--- src/sv/sld_pkg.sv ---
// sld_pkg: constants, types and helper functions for the servo/LED command decoder.
// No dependencies; used by sld_in_reg, sld_exec, sld_out_reg and the top level.
package sld_pkg;

    // Command framing
    localparam int unsigned CmdLen    = 5;
    localparam int unsigned NumServos = 3;
    localparam int unsigned PosWidth  = 3;

    // Character codes
    localparam logic [7:0] ChrS     = 8'h53;   // 'S'
    localparam logic [7:0] ChrL     = 8'h4C;   // 'L'
    localparam logic [7:0] ChrO     = 8'h4F;   // 'O'
    localparam logic [7:0] ChrF     = 8'h46;   // 'F'
    localparam logic [7:0] ChrN     = 8'h4E;   // 'N'
    localparam logic [7:0] ChrPlus  = 8'h2B;   // '+'
    localparam logic [7:0] ChrMinus = 8'h2D;   // '-'
    localparam logic [7:0] ChrZero  = 8'h30;   // '0'
    localparam logic [7:0] ChrOne   = 8'h31;   // '1'
    localparam logic [7:0] ChrTwo   = 8'h32;   // '2'
    localparam logic [7:0] ChrNine  = 8'h39;   // '9'
    localparam logic [7:0] ChrSpace = 8'h20;
    localparam logic [7:0] ChrTab   = 8'h09;
    localparam logic [7:0] ChrCr    = 8'h0D;

    // Compare value arithmetic: 100*base/9 - 1, base = 270 +/- angle
    localparam int unsigned CmpWidth     = 12;
    localparam logic [11:0] ResetCompare = 12'd2999;
    localparam logic [8:0]  AngleBase    = 9'd270;
    // floor(100*base/9) = (base * 5825500) >> 19, exact for base <= 360
    localparam logic [22:0] RecipScaled  = 23'd5825500;
    localparam int unsigned RecipShift   = 19;

    // Status codes
    localparam logic StatusAck     = 1'b0;
    localparam logic StatusInvalid = 1'b1;

    // Byte held in the input register
    typedef struct packed {
        logic       valid;
        logic [7:0] data;
    } byte_stage_t;

    // Handshake between the execute stage and its neighbours
    typedef struct packed {
        logic consume;   // held byte leaves the input register this cycle
        logic load;      // a result is written to the output register
    } exec_ctl_t;

    // One result item
    typedef struct packed {
        logic        status;
        logic [11:0] servo0_compare;
        logic [11:0] servo1_compare;
        logic [11:0] servo2_compare;
        logic [1:0]  led_bits;
    } result_t;

    function automatic logic is_blank(input logic [7:0] b);
        return (b == ChrSpace) || ((b >= ChrTab) && (b <= ChrCr));
    endfunction

    function automatic logic is_digit(input logic [7:0] b);
        return (b >= ChrZero) && (b <= ChrNine);
    endfunction

endpackage

--- src/sv/sld_rx_if.sv ---
// sld_rx_if: receive byte channel, valid/ready handshake.
// No dependencies.
interface sld_rx_if;
    logic       valid;
    logic       ready;
    logic [7:0] rx_byte;

    modport source (output valid, output rx_byte, input ready);
    modport sink   (input valid, input rx_byte, output ready);
endinterface

--- src/sv/sld_res_if.sv ---
// sld_res_if: result channel carrying status, compare values and LED bits.
// No dependencies.
interface sld_res_if;
    logic        valid;
    logic        ready;
    logic        status;
    logic [11:0] servo0_compare;
    logic [11:0] servo1_compare;
    logic [11:0] servo2_compare;
    logic [1:0]  led_bits;

    modport source (output valid, output status, output servo0_compare,
                    output servo1_compare, output servo2_compare,
                    output led_bits, input ready);
    modport sink   (input valid, input status, input servo0_compare,
                    input servo1_compare, input servo2_compare,
                    input led_bits, output ready);
endinterface

--- src/sv/sld_in_reg.sv ---
// sld_in_reg: input register for received bytes.
// Depends on sld_pkg and sld_rx_if.
module sld_in_reg
(
    input  logic                 clk,
    input  logic                 rst_n,
    sld_rx_if.sink               rx,
    input  sld_pkg::exec_ctl_t   ctl,
    output sld_pkg::byte_stage_t stage
);

    logic       valid_reg;
    logic [7:0] data_reg;

    // Free when empty or when the held byte leaves this cycle
    assign rx.ready = !valid_reg || ctl.consume;

    always_ff @(posedge clk or negedge rst_n)
    begin
        if (!rst_n)
        begin
            valid_reg <= 1'b0;
        end
        else if (rx.valid && rx.ready)
        begin
            valid_reg <= 1'b1;
        end
        else if (ctl.consume)
        begin
            valid_reg <= 1'b0;
        end
    end

    // Payload, no reset
    always_ff @(posedge clk)
    begin
        if (rx.valid && rx.ready)
        begin
            data_reg <= rx.rx_byte;
        end
    end

    assign stage.valid = valid_reg;
    assign stage.data  = data_reg;

endmodule

--- src/sv/sld_exec.sv ---
// sld_exec: command framing, decode and state update (compare values, LEDs).
// Depends on sld_pkg.
module sld_exec
(
    input  logic                 clk,
    input  logic                 rst_n,
    input  sld_pkg::byte_stage_t stage,
    input  logic                 res_free,
    output sld_pkg::exec_ctl_t   ctl,
    output sld_pkg::result_t     result
);

    logic [sld_pkg::PosWidth-1:0] pos_reg;
    logic [sld_pkg::PosWidth-1:0] pos_next;
    logic [7:0]                   held_reg [4];
    logic [11:0]                  cmp_reg  [sld_pkg::NumServos];
    logic [11:0]                  cmp_next [sld_pkg::NumServos];
    logic [1:0]                   led_reg;
    logic [1:0]                   led_next;

    logic        last_byte;
    logic        skip;
    logic        consume;
    logic        load;
    logic [7:0]  b0, b1, b2, b3, b4;
    logic        servo_ok;
    logic        led_ok;
    logic [6:0]  mag;
    logic [8:0]  base;
    logic [31:0] prod;
    logic [12:0] quot;
    logic [11:0] new_cmp;
    logic [1:0]  chan;

    // Framing
    assign last_byte = (pos_reg == 3'(sld_pkg::CmdLen - 1));
    assign skip      = (pos_reg == '0) && sld_pkg::is_blank(stage.data);
    assign consume   = stage.valid && (!last_byte || res_free);
    assign load      = consume && last_byte;
    assign ctl.consume = consume;
    assign ctl.load    = load;

    always_comb
    begin
        pos_next = pos_reg;
        if (consume && !skip)
        begin
            pos_next = last_byte ? '0 : pos_reg + 3'd1;
        end
    end

    // Command bytes
    assign b0 = held_reg[0];
    assign b1 = held_reg[1];
    assign b2 = held_reg[2];
    assign b3 = held_reg[3];
    assign b4 = stage.data;

    // Servo command check and compare value
    assign servo_ok = (b0 == sld_pkg::ChrS) && (b1 >= sld_pkg::ChrZero)
                   && (b1 <= sld_pkg::ChrTwo)
                   && ((b2 == sld_pkg::ChrPlus) || (b2 == sld_pkg::ChrMinus))
                   && sld_pkg::is_digit(b3) && sld_pkg::is_digit(b4)
                   && ((b3 < sld_pkg::ChrNine) || (b4 == sld_pkg::ChrZero));
    assign mag  = {b3[3:0], 3'b000} + {2'b00, b3[3:0], 1'b0} + {3'b000, b4[3:0]};
    assign base = (b2 == sld_pkg::ChrMinus) ? (sld_pkg::AngleBase - {2'b00, mag})
                                            : (sld_pkg::AngleBase + {2'b00, mag});
    assign prod    = 32'(base) * 32'(sld_pkg::RecipScaled);
    assign quot    = prod[sld_pkg::RecipShift +: 13];
    assign new_cmp = 12'(quot - 13'd1);
    assign chan    = b1[1:0];

    // LED command check
    assign led_ok = (b0 == sld_pkg::ChrL)
                 && ((b1 == sld_pkg::ChrZero) || (b1 == sld_pkg::ChrOne))
                 && (b2 == sld_pkg::ChrO) && (b3 == b4)
                 && ((b4 == sld_pkg::ChrF) || (b4 == sld_pkg::ChrN));

    // Next state of the outputs-visible registers
    always_comb
    begin
        for (int i = 0; i < sld_pkg::NumServos; i++)
        begin
            cmp_next[i] = cmp_reg[i];
            if (load && servo_ok && (chan == 2'(i)))
            begin
                cmp_next[i] = new_cmp;
            end
        end
        led_next = led_reg;
        if (load && led_ok)
        begin
            led_next[b1[0]] = (b4 == sld_pkg::ChrN);
        end
    end

    assign result.status = (servo_ok || led_ok) ? sld_pkg::StatusAck
                                                : sld_pkg::StatusInvalid;
    assign result.servo0_compare = cmp_next[0];
    assign result.servo1_compare = cmp_next[1];
    assign result.servo2_compare = cmp_next[2];
    assign result.led_bits       = led_next;

    // Control state
    always_ff @(posedge clk or negedge rst_n)
    begin
        if (!rst_n)
        begin
            pos_reg <= '0;
            led_reg <= '0;
            for (int i = 0; i < sld_pkg::NumServos; i++)
            begin
                cmp_reg[i] <= sld_pkg::ResetCompare;
            end
        end
        else
        begin
            pos_reg <= pos_next;
            led_reg <= led_next;
            for (int i = 0; i < sld_pkg::NumServos; i++)
            begin
                cmp_reg[i] <= cmp_next[i];
            end
        end
    end

    // Held command bytes, written before they are read
    always_ff @(posedge clk)
    begin
        if (consume && !skip && !last_byte)
        begin
            held_reg[pos_reg[1:0]] <= stage.data;
        end
    end

endmodule

--- src/sv/sld_out_reg.sv ---
// sld_out_reg: result register driving the result channel.
// Depends on sld_pkg and sld_res_if.
module sld_out_reg
(
    input  logic               clk,
    input  logic               rst_n,
    input  sld_pkg::exec_ctl_t ctl,
    input  sld_pkg::result_t   result,
    output logic               res_free,
    sld_res_if.source          res
);

    logic             valid_reg;
    sld_pkg::result_t data_reg;

    // Slot free when empty or being taken this cycle
    assign res_free = !valid_reg || res.ready;

    always_ff @(posedge clk or negedge rst_n)
    begin
        if (!rst_n)
        begin
            valid_reg <= 1'b0;
        end
        else if (ctl.load)
        begin
            valid_reg <= 1'b1;
        end
        else if (res.ready)
        begin
            valid_reg <= 1'b0;
        end
    end

    always_ff @(posedge clk)
    begin
        if (ctl.load)
        begin
            data_reg <= result;
        end
    end

    assign res.valid          = valid_reg;
    assign res.status         = data_reg.status;
    assign res.servo0_compare = data_reg.servo0_compare;
    assign res.servo1_compare = data_reg.servo1_compare;
    assign res.servo2_compare = data_reg.servo2_compare;
    assign res.led_bits       = data_reg.led_bits;

endmodule

--- src/sv/servo_led_command_decoder_unit.sv ---
// servo_led_command_decoder_unit: top level of the servo/LED command decoder.
// Depends on sld_pkg, sld_rx_if, sld_res_if, sld_in_reg, sld_exec, sld_out_reg.
//
// Usage:
//   rx  : one ASCII byte per transfer. Blanks are dropped before a command;
//         the next five bytes form the command.
//   res : one transfer per command, on its fifth byte: status (0 ack,
//         1 invalid) and the three servo compare values and LED bits as they
//         stand after the command.
//   Path: a byte is registered at the input register, then decoded, and the
//   result is registered in the result register, from which it is offered.
//   Throughput: one byte per cycle except while a fifth byte waits for the result
//   register, set by the single decode stage between the input and result registers.
//   Reset: compare values return to 2999 (zero degrees), LEDs off, framing
//   restarts at the first byte; both registers are emptied.
//   Stall: while a result waits, bytes that complete no command keep flowing;
//   the fifth byte of the next command waits in the input register until the
//   result register is taken.
module servo_led_command_decoder_unit
(
    input  logic      clk,
    input  logic      rst_n,
    sld_rx_if.sink    rx,
    sld_res_if.source res
);

    sld_pkg::byte_stage_t stage;
    sld_pkg::exec_ctl_t   ctl;
    sld_pkg::result_t     result;
    logic                 res_free;

    sld_in_reg u_in_reg
    (
        .clk   (clk),
        .rst_n (rst_n),
        .rx    (rx),
        .ctl   (ctl),
        .stage (stage)
    );

    sld_exec u_exec
    (
        .clk      (clk),
        .rst_n    (rst_n),
        .stage    (stage),
        .res_free (res_free),
        .ctl      (ctl),
        .result   (result)
    );

    sld_out_reg u_out_reg
    (
        .clk      (clk),
        .rst_n    (rst_n),
        .ctl      (ctl),
        .result   (result),
        .res_free (res_free),
        .res      (res)
    );

    // A result is never written over one still waiting
    assert property (@(posedge clk) disable iff (!rst_n) ctl.load |-> res_free)
        else $error("result register overwritten");

    // Only a held byte can be consumed
    assert property (@(posedge clk) disable iff (!rst_n) ctl.consume |-> stage.valid)
        else $error("consume without a held byte");

    // Compare values stay inside the servo range
    assert property (@(posedge clk) disable iff (!rst_n)
        res.valid |-> (res.servo0_compare >= 12'd1999) && (res.servo0_compare <= 12'd3999)
                   && (res.servo1_compare >= 12'd1999) && (res.servo1_compare <= 12'd3999)
                   && (res.servo2_compare >= 12'd1999) && (res.servo2_compare <= 12'd3999))
        else $error("compare value out of range");

endmodule
--- src/flat_wrapper.sv ---
// flat-port wrapper written by rule: the top's interface ports become plain ports
module servo_led_command_decoder_unit_flat 
  (clk, rst_n, rx_valid, rx_rx_byte, rx_ready, res_valid, res_status, res_servo0_compare, res_servo1_compare, res_servo2_compare, res_led_bits, res_ready);
  sld_rx_if rx_i ();
  sld_res_if res_i ();
  input  logic clk;
  input  logic rst_n;
  input wire logic [$bits(rx_i.valid)-1:0] rx_valid;
  input wire logic [$bits(rx_i.rx_byte)-1:0] rx_rx_byte;
  output wire logic [$bits(rx_i.ready)-1:0] rx_ready;
  output wire logic [$bits(res_i.valid)-1:0] res_valid;
  output wire logic [$bits(res_i.status)-1:0] res_status;
  output wire logic [$bits(res_i.servo0_compare)-1:0] res_servo0_compare;
  output wire logic [$bits(res_i.servo1_compare)-1:0] res_servo1_compare;
  output wire logic [$bits(res_i.servo2_compare)-1:0] res_servo2_compare;
  output wire logic [$bits(res_i.led_bits)-1:0] res_led_bits;
  input wire logic [$bits(res_i.ready)-1:0] res_ready;
  assign rx_i.valid = rx_valid;
  assign rx_i.rx_byte = rx_rx_byte;
  assign rx_ready = rx_i.ready;
  assign res_valid = res_i.valid;
  assign res_status = res_i.status;
  assign res_servo0_compare = res_i.servo0_compare;
  assign res_servo1_compare = res_i.servo1_compare;
  assign res_servo2_compare = res_i.servo2_compare;
  assign res_led_bits = res_i.led_bits;
  assign res_i.ready = res_ready;
  servo_led_command_decoder_unit u_core (.clk(clk), .rst_n(rst_n), .rx(rx_i), .res(res_i));
endmodule
--- config.mk ---
export PLATFORM = sky130hd
export DESIGN_NAME = servo_led_command_decoder_unit_flat
export DESIGN_NICKNAME = d
export VERILOG_FILES = /design/src/sv/sld_pkg.sv /design/src/sv/sld_rx_if.sv /design/src/sv/sld_res_if.sv /design/src/sv/sld_in_reg.sv /design/src/sv/sld_exec.sv /design/src/sv/sld_out_reg.sv /design/src/sv/servo_led_command_decoder_unit.sv /design/src/flat_wrapper.sv
export SDC_FILE = /design/constraint.sdc
export NUM_CORES = 1
export LEC_CHECK = 0
export ABC_AREA = 1
export CORE_UTILIZATION = 52
export DETAILED_ROUTE_END_ITERATION = 12
export DONT_BUFFER_PORTS = 1
export PLACE_DENSITY = 0.67
export SYNTH_ARGS = -nofsm -noshare
export SYNTH_HDL_FRONTEND = slang
export SYNTH_SLANG_ARGS = --single-unit
--- constraint.sdc ---
create_clock -name clk -period 8.9 [get_ports clk]
set_clock_uncertainty 0.1 [all_clocks]
set_input_delay 1.335 -clock clk [delete_from_list [all_inputs] [get_ports clk]]
set_output_delay 1.335 -clock clk [all_outputs]
set_load 0.02 [all_outputs]
==> metrics.txt, run 1 <==
WL/cell=between 15 and 20 um; Pins Over Slew Limit=0; max incr delay on CP=between 0.5 and 0.6 ns; Post-DRT Antenna Nets=0; Required @ worst endpoint=just under 9 ns; clk sinks=~120; Avg Cell Area, Syn=about 8.8 um2; Die Span X=between 100 and 150 um; Max stage delay cell, worst path=fa_1; GRT Util Overall=about a quarter; RSZ-0062 raised after global routing=no; FMAX=roughly 0.13 GHz; max reg flops=36; Congestion Overflow GR=0; Routed WL=20300 um; count of max-cap constraint violations=0; Top cell by count, worst path=inv_1; pre-CTS WS=approximately 1.4 ns; initial DRC count=between 300 and 400; hold_ws=between 0.3 and 0.4 ns; Tightest Pin Transition=roughly 0.71 ns; largest cells by area after synthesis=edfxtp_1, ha_1, nand2_1, fa_1, inv_1; worst path bufs/invs=11; most common flop cell mapped by yosys=edfxtp_1; Final WS setup=roughly 1.3 ns; first-pass GRT wire length=about 34000 um; Initial Utilization=53.5%; Post-synth ARST share=roughly a third; post_cts resized=0; Layout fillers=1483; total number of vias=a little under 7000; Post-CTS Setup Repair Bufs=0; Final Hold Fails=0; final instance area=10200 um2; Synth top area share=between 20 and 30%; Rel. slew slack=a little over half; post-synthesis register bit count=122; setup TNS=0 ns; cts hold-fix bufs=0; mapped cell area=just over 9000 um2; Detailed Place HPWL=about 16000 um; fraction of layout cells with a size suffix above 1=12.6%; pin count of the biggest net entering global routing=44; final setup fails=0; register area share after synthesis=37.5%; antenna violations before repair=0; Final period util=85.3%; crit path DAT=~7.6 ns; Worst-path clk slew=roughly 0.060 ns; Post-synth EDFFs=between 70 and 80; CTS tree=built; Crit path max-delay family=adder cells; Skew-Pair Late Insertion Delay=a little over 0.4 ns; Unique masters post-synth=48; DR vias/cell=5.14; Tmin final=7.59 ns; Clock Path Buffers=2; CP Capture Type=register; GPL Wtd Cong=0.932; P&R area growth vs syn=9.28%; Ant. Diodes=0; CTS buffer count=17; synthesized net count=about 1200; Synth area leader=edfxtp_1; status=completed; startpoint type of the worst setup path=register; die area=18400 um2; Final #Nets=1218; Crit Path Category=register to register; Hold Crit Class=register to register; yosys warns=0; # rows=48; htree depth=4; number of top-level pins=53; Crit Path Max Fanout=8; Root Buffer=clkbuf_16; Die Height=136 um; Post-Place Cell Area=9580 um2; port buffer count=0; DRC=0; vias in the first global route=~6800; core area=17400 um2; Syn Inst Count=approximately 1100; drt pass-1 iters=5
-- area by class of cell --
class,count,area [um2],area share (%)
clock buffers,21,460,4.53
clock inverters,11,119,1.17
inverters,230,863,8.50
multi-input cells,698,4930,48.5
flip-flops and latches,122,3480,34.3
well taps,225,282,2.77
repair buffers,3,22.5,0.222
-- through the flow --
step | instances | util (%)
6_report | 1310 | 58.5
5_1_grt | 1310 | 58.5
4_1_cts | 1310 | 58.5
3_5_place_dp | 1278 | 55.2
3_3_place_gp | 1278 | 55.2
2_1_floorplan | 1053 | -
-- cell usage in the layout (no fill, tap or decap), types with 3 or more instances in the layout --
master     count
a21oi_1       14
a31oi_1        3
and2_1         4
buf_4          3
clkbuf_16     17
clkinv_2       4
dfrtp_1       16
dfstp_2       27
edfxtp_1      79
fa_1          48
ha_1          86
inv_1        221
inv_2          9
nand2_1      281
nand2_2       16
nand2_4        3
nand3_1       57
nand3_2        6
nand3_4        3
nand3b_1       4
nand4_1       23
nor2_1        45
nor2_2         6
nor2_4        11
nor3_1         5
nor3_2         3
nor4_1         6
o21ai_0       19
o21ai_1        5
o21ai_2        6
xnor2_1        6
xor2_1        14
-- cell usage after synthesis (4+ instances only) --
| cell | count |
|---|---|
| a21oi_1 | 14 |
| and2_1 | 4 |
| dfrtp_1 | 16 |
| dfstp_2 | 27 |
| edfxtp_1 | 79 |
| fa_1 | 48 |
| ha_1 | 86 |
| inv_1 | 221 |
| inv_2 | 9 |
| nand2_1 | 281 |
| nand2_2 | 16 |
| nand3_1 | 57 |
| nand3_2 | 6 |
| nand3b_1 | 4 |
| nand4_1 | 23 |
| nor2_1 | 45 |
| nor2_2 | 6 |
| nor2_4 | 11 |
| nor3_1 | 5 |
| nor4_1 | 6 |
| o21ai_0 | 19 |
| o21ai_1 | 5 |
| o21ai_2 | 6 |
| xnor2_1 | 6 |
| xor2_1 | 14 |
-- cell families after synthesis --
logic type,after synthesis,synth area share (%)
buffers and inverters,233,9.52
AOI/OAI and AO/OA,58,3.81
muxes,2,0.242
adders and majority gates,134,21.9
xor gates and xnor gates,22,2.23
DFF,122,37.5
and+or+nand+nor,482,24.8
-- metal layers --
metal	part of all wire (%)	vias to the layer above	track usage (%)
li1	-	3373	-
met1	45	3182	31.3
met2	49	149	41.0
met3	4.5	27	4.26
met4	1.4	0	5.99
met5	0	-	0
-- worst register-to-register path, delay by kind of cell, from the launching register on --
family | cells | cell delay, ns
flops | 1 | 0.51
simple gates | 14 | 1.55
fa+ha+maj | 8 | 3.40
xor+xnor | 2 | 0.58
compound gates | 2 | 0.27
buf+inv | 11 | 0.94
-- final timing paths --
kind                                                  startpoint                                                to  slack, ns  cells after the start
min in group asynchronous                                  rst_n              u_core.u_exec.pos_reg[0]$_DFFE_PN0P_       0.53                      0
max reg2reg                u_core.u_in_reg.data_reg[3]$_DFFE_PP_  u_core.u_out_reg.res.servo2_compare[8]$_DFFE_PP_       1.31                     37
min reg2reg                  u_core.u_exec.cmp_reg[10]$_DFF_PN0_               u_core.u_exec.cmp_reg[10]$_DFF_PN0_       0.37                      2
max in group asynchronous                                  rst_n                u_core.u_exec.cmp_reg[0]$_DFF_PN1_       7.99                      0
max                        u_core.u_in_reg.data_reg[3]$_DFFE_PP_  u_core.u_out_reg.res.servo2_compare[8]$_DFFE_PP_       1.31                     37
min                          u_core.u_exec.cmp_reg[10]$_DFF_PN0_               u_core.u_exec.cmp_reg[10]$_DFF_PN0_       0.37                      2
Power of run 1 is left out: the tool's default activity adds up to more than one toggle a clock period on the data nets, which glitch-free logic cannot reach.
==> run 2, diff against run 1 <==
Settings changed: ABC_AREA 1 to default.
==> run 2 against run 1 <==
- area after synthesis is 10% lower
- register-to-register slack worse by 0.86 ns
- sequential cell count stayed put
==> metrics.txt, run 2 <==
Avg Cell Area, Syn=11.6 um2; CP Capture Type=register; Top cell by count, worst path=inv_1; Clock Path Buffers=2; RR Endpoint=u_core.u_out_reg.res.servo2_compare[11]$_DFFE_PP_; hold_ws=about 0.39 ns; register area share after synthesis=41.8%; synthesized net count=between 800 and 900; Rel. slew slack=between 20% and 30%; core area=15400 um2; FF+latch area=3480 um2; max reg flops=36; most frequent cells in the layout=inv_1, ha_1, edfxtp_1; crit path DAT=roughly 8.6 ns; Unique masters post-synth=a little under 80; Required @ worst endpoint=roughly 9 ns; multi-input combinational cell area=4430 um2; Synth top area share=between 20 and 30%; initial DRC count=363; setup TNS=0 ns; yosys warns=0; WL/cell=around 18 um; Post-synth ARST share=35.2%; GRT Util Overall=roughly 23%; Worst Reg-to-Reg Cells=30; Synth area leader=edfxtp_1; max incr delay on CP=0.55 ns; largest cells by area after synthesis=edfxtp_1, ha_1, fa_1, dfstp_2, dfrtp_1; drt pass-1 iters=5; status=completed; port buffer count=0; # rows=45; count leader, synth=inv_1; pin count of the biggest net entering global routing=44; CTS buffer count=17; count of max-cap constraint violations=0; Syn Inst Count=between 700 and 800; final instance area=9240 um2; vias in the first global route=roughly 5400; Die Span X=129 um; Post-DRT Antenna Nets=0; most common flop cell mapped by yosys=edfxtp_1; Post-synth EDFFs=about 80; WHS Endpoint=u_core.u_exec.cmp_reg[35]$_DFF_PN1_; Hold Path Depth=2; GPL Wtd Cong=roughly 0.90; htree depth=4; total number of vias=roughly 5400; P&R area growth vs syn=11.0%; Post-Place Cell Area=about 8600 um2; Skew-Pair Late Insertion Delay=0.41 ns; RSZ-0062 raised after global routing=no; number of top-level pins=53; Critical R2R Launch=u_core.u_exec.held_reg[3][0]$_DFFE_PP_; DR vias/cell=5.65; Final period util=between 90% and 100%; fraction of layout cells with a size suffix above 1=17.1%; Pins Over Slew Limit=0; R2R Setup Slk=around 0.44 ns; die area=between 15000 and 20000 um2; FMAX=around 0.12 GHz; clk sinks=122; Post-CTS Setup Repair Bufs=0; Initial Utilization=between 50% and 60%; Tightest Pin Transition=around 1.1 ns; Root Buffer=clkbuf_16; CTS tree=built; Final WS setup=0.444 ns; Final Hold Fails=0; DRC=0; most common cell after layout, fill and taps aside=inv_1; mapped cell area=around 8300 um2; Crit path max-delay family=adder cells; antenna violations before repair=0; Crit Path Category=register to register; Tmin final=around 8.5 ns; Crit Path Max Fanout=6; pre-CTS WS=~0.13 ns; Max stage delay cell, worst path=fa_1; worst path bufs/invs=5; cts hold-fix bufs=0; Ant. Diodes=0; Post-synth top cells=inv_1, ha_1, edfxtp_1; Detailed Place HPWL=13500 um; Hold Crit Start=u_core.u_exec.cmp_reg[35]$_DFF_PN1_; Routed WL=between 15000 and 20000 um; Layout fillers=approximately 1200; Worst-path clk slew=0.06 ns; Congestion Overflow GR=0; Final #Nets=slightly below 900; first-pass GRT wire length=between 20000 and 30000 um; Die Height=129 um; post-synthesis register bit count=122; startpoint type of the worst setup path=register; Hold Crit Class=register to register; final setup fails=0
run 2: cell types whose count changed in the layout (fill, tap and decap cells not counted), moves of 7 or more:
cell      before  now
nand4_1       23   10
inv_2          9    0
a21o_1         1   12
mux2_2         2   25
nor2_4        11    1
a211oi_1       1    8
nand3_1       57   16
xnor2_1        6   22
nand2_1      281   29
inv_1        221  106
nand2_2       16    0
nor2b_1        0    7
run 2: cell families after synthesis:
family / synth area share (%)
AND/OR/NAND/NOR: 11.4
adder cells (fa/ha/maj): 24.5
flip-flops: 41.8
buffers and inverters: 5.75
AO/OA/AOI/OAI: 9.27
XOR/XNOR: 3.47
multiplexers: 3.86
run 2: worst reg2reg max path: cells and delay by family (launching register included):
kind | cells | cell delay, ns
AOI/OAI and AO/OA | 9 | 1.93
xor gates and xnor gates | 3 | 0.56
adders and majority gates | 7 | 3.07
buffers and inverters | 5 | 0.36
DFF | 1 | 0.41
and+or+nand+nor | 6 | 1.83
run 2: repair_timing:
item | in CTS | in global routing
endpoints found under the hold margin | 0 | 0
resized for setup | 0 | 9
endpoints found under the setup margin | 0 | 23
run 2: final cells by class:
type                            count  share of cell area (%)
Sequential cell                   122                    37.7
Multi-Input combinational cell    476                    47.9
Clock buffer                       17                    4.60
Tap cell                          211                    2.86
Clock inverter                     15                    2.04
Timing Repair Buffer                7                   0.569
Inverter                          107                    4.35
run 2: stage by stage:
step                utilization (%)  cells
floorplan                         -    715
global placement               55.6    923
detailed placement             55.6    923
CTS                            59.6    955
global route                   59.9    955
finish                         59.9    955
run 2: how the worst max path moves through the flow:
stage / slack [ns] / from / endpoint / cells after the start
2_1_floorplan: 0.84 / u_core.u_in_reg.data_reg[3]$_DFFE_PP_ / u_core.u_out_reg.res.servo1_compare[11]$_DFFE_PP_ / 28
3_3_place_gp: 0.44 / u_core.u_exec.held_reg[3][0]$_DFFE_PP_ / u_core.u_out_reg.res.servo2_compare[11]$_DFFE_PP_ / 28
3_5_place_dp: 0.13 / u_core.u_exec.held_reg[3][0]$_DFFE_PP_ / u_core.u_out_reg.res.servo2_compare[11]$_DFFE_PP_ / 28
4_1_cts: 0.11 / u_core.u_exec.held_reg[3][0]$_DFFE_PP_ / u_core.u_out_reg.res.servo2_compare[11]$_DFFE_PP_ / 28
5_1_grt: 0.04 / u_core.u_exec.held_reg[3][0]$_DFFE_PP_ / u_core.u_out_reg.res.servo2_compare[11]$_DFFE_PP_ / 30
6_report: 0.44 / u_core.u_exec.held_reg[3][0]$_DFFE_PP_ / u_core.u_out_reg.res.servo2_compare[11]$_DFFE_PP_ / 30
run 2: per-layer routing:
| layer | vias up | part of all wire [%] | global-route usage, % |
|---|---|---|---|
| met1 | 2680 | 46 | 30.8 |
| met2 | 142 | 49 | 37.1 |
| met5 | - | 0 | 0 |
| met4 | 0 | 1.1 | 5.33 |
| li1 | 2552 | - | - |
| met3 | 20 | 3.4 | 4.37 |
Power of run 2 is left out for the same reason.
==> run 3, diff against run 2 <==
Settings changed: ABC_CLOCK_PERIOD_IN_PS from default to 8900, CTS_CLUSTER_SIZE from default to 24, PLACE_DENSITY 0.67 to default, PLACE_DENSITY_LB_ADDON from default to 0.12.
==> run 3 against run 2 <==
- cell count increased by 0.21%
- critical endpoint unchanged
- sequential cell count did not move
- worst hold slack gained 0.0036 ns
- via count fell by 0.76%
- clock-buffer cell count stayed put
- utilization up 0.21 points
- first-iteration DRC count is 28% higher
- global-route usage increased by 0.44 points
- final area increased by 0.35%
- highest routed layer unchanged
==> metrics.txt, run 3 (synthesis results as in run 2) <==
CTS tree=built; htree depth=4; setup TNS=0 ns; most frequent cells in the layout=inv_1, ha_1, edfxtp_1; Layout fillers=roughly 1200; Crit Path Max Fanout=10; Post-CTS Setup Repair Bufs=0; Required @ worst endpoint=about 9 ns; most common cell after layout, fill and taps aside=inv_1; port buffer count=0; cts hold-fix bufs=0; Hold Path Depth=2; Ant. Diodes=0; Worst-path clk slew=around 0.060 ns; Skew-Pair Late Insertion Delay=roughly 0.42 ns; first-pass GRT wire length=approximately 29000 um; Rel. slew slack=between 20% and 30%; Tightest Pin Transition=roughly 1.1 ns; Root Buffer=clkbuf_16; GRT Util Overall=a little under a quarter; Crit Path Category=register to register; status=completed; pin count of the biggest net entering global routing=between 40 and 50; Pins Over Slew Limit=0; FMAX=0.118 GHz; fraction of layout cells with a size suffix above 1=between 10% and 20%; clk sinks=122; DRC=0; Max stage delay cell, worst path=fa_1; Congestion Overflow GR=0; CTS buffer count=17; crit path DAT=about 8.6 ns; die area=about 17000 um2; Hold Crit Class=register to register; Worst Reg-to-Reg Cells=28; # rows=45; Final #Nets=879; max reg flops=36; GPL Wtd Cong=0.908; Final period util=between 90% and 100%; Initial Utilization=54.0%; Final Hold Fails=0; Clock Path Buffers=2; number of top-level pins=53; final setup fails=0; drt pass-1 iters=5; WL/cell=between 15 and 20 um; Tmin final=about 8.4 ns; Die Span X=about 130 um; total number of vias=between 5000 and 6000; post_cts resized=0; DR vias/cell=~5.6; max incr delay on CP=roughly 0.55 ns; antenna violations before repair=0; Routed WL=approximately 18000 um; count of max-cap constraint violations=0; startpoint type of the worst setup path=register; initial DRC count=465; Post-DRT Antenna Nets=0; P&R area growth vs syn=11.4%; vias in the first global route=5449; Detailed Place HPWL=around 14000 um; core area=roughly 15000 um2; Die Height=between 100 and 150 um; CP Capture Type=register
[run 3: changes by cell type in the layout (fill, tap and decap cells not counted), sizes merged]
cell    previous run  this run
buf                7         9
clkinv             7         3
inv              111       115
[run 3: final cells by class]
class	instances	area [um2]	share of cell area [%]
Inverter	107	402	4.33
Clock inverter	15	199	2.15
Tap cell	211	264	2.85
Timing Repair Buffer	9	67.6	0.729
Multi-Input combinational cell	476	4430	47.8
Clock buffer	17	425	4.59
Sequential cell	122	3480	37.5
[run 3: final timing paths]
kind	start	endpoint	slack (ns)
worst max-delay path	u_core.u_exec.held_reg[3][0]$_DFFE_PP_	u_core.u_out_reg.res.servo2_compare[11]$_DFFE_PP_	0.46
worst min-delay path	u_core.u_exec.cmp_reg[11]$_DFF_PN1_	u_core.u_exec.cmp_reg[11]$_DFF_PN1_	0.39
worst max register to register	u_core.u_exec.held_reg[3][0]$_DFFE_PP_	u_core.u_out_reg.res.servo2_compare[11]$_DFFE_PP_	0.46
worst min register to register	u_core.u_exec.cmp_reg[11]$_DFF_PN1_	u_core.u_exec.cmp_reg[11]$_DFF_PN1_	0.39
max in group asynchronous	rst_n	u_core.u_exec.cmp_reg[5]$_DFF_PN1_	8.00
min in group asynchronous	rst_n	u_core.u_exec.cmp_reg[6]$_DFF_PN0_	0.51
[run 3: routing by layer]
layer	global-route usage [%]	routed length, um	share of wire (%)
met1	32.0	8360	47
met2	36.5	8400	48
met3	5.03	698	4.0
met4	5.74	199	1.1
met5	0	0	0
[run 3: metrics by stage]
stage | hold WS, ns | setup WS, ns | cell area [um2] | cells | utilization (%)
floorplan | 0.355 | 0.841 | 8330 | 715 | -
global placement | 0.370 | 0.442 | 8590 | 925 | 55.7
detailed placement | 0.384 | 0.231 | 8590 | 925 | 55.7
CTS | 0.392 | 0.191 | 9210 | 957 | 59.7
global route | 0.414 | -0.0517 | 9270 | 957 | 60.1
finish | 0.390 | 0.456 | 9270 | 957 | 60.1
[run 3: worst max-delay path: cells and delay by family, from the launching register on]
kind	cells	cell delay (ns)
adder cells (fa/ha/maj)	7	3.40
AND/OR/NAND/NOR	4	1.21
XOR/XNOR	2	0.46
flip-flops	1	0.40
AO/OA/AOI/OAI	9	2.15
buffers and inverters	6	0.50
Power of run 3 is left out for the same reason.
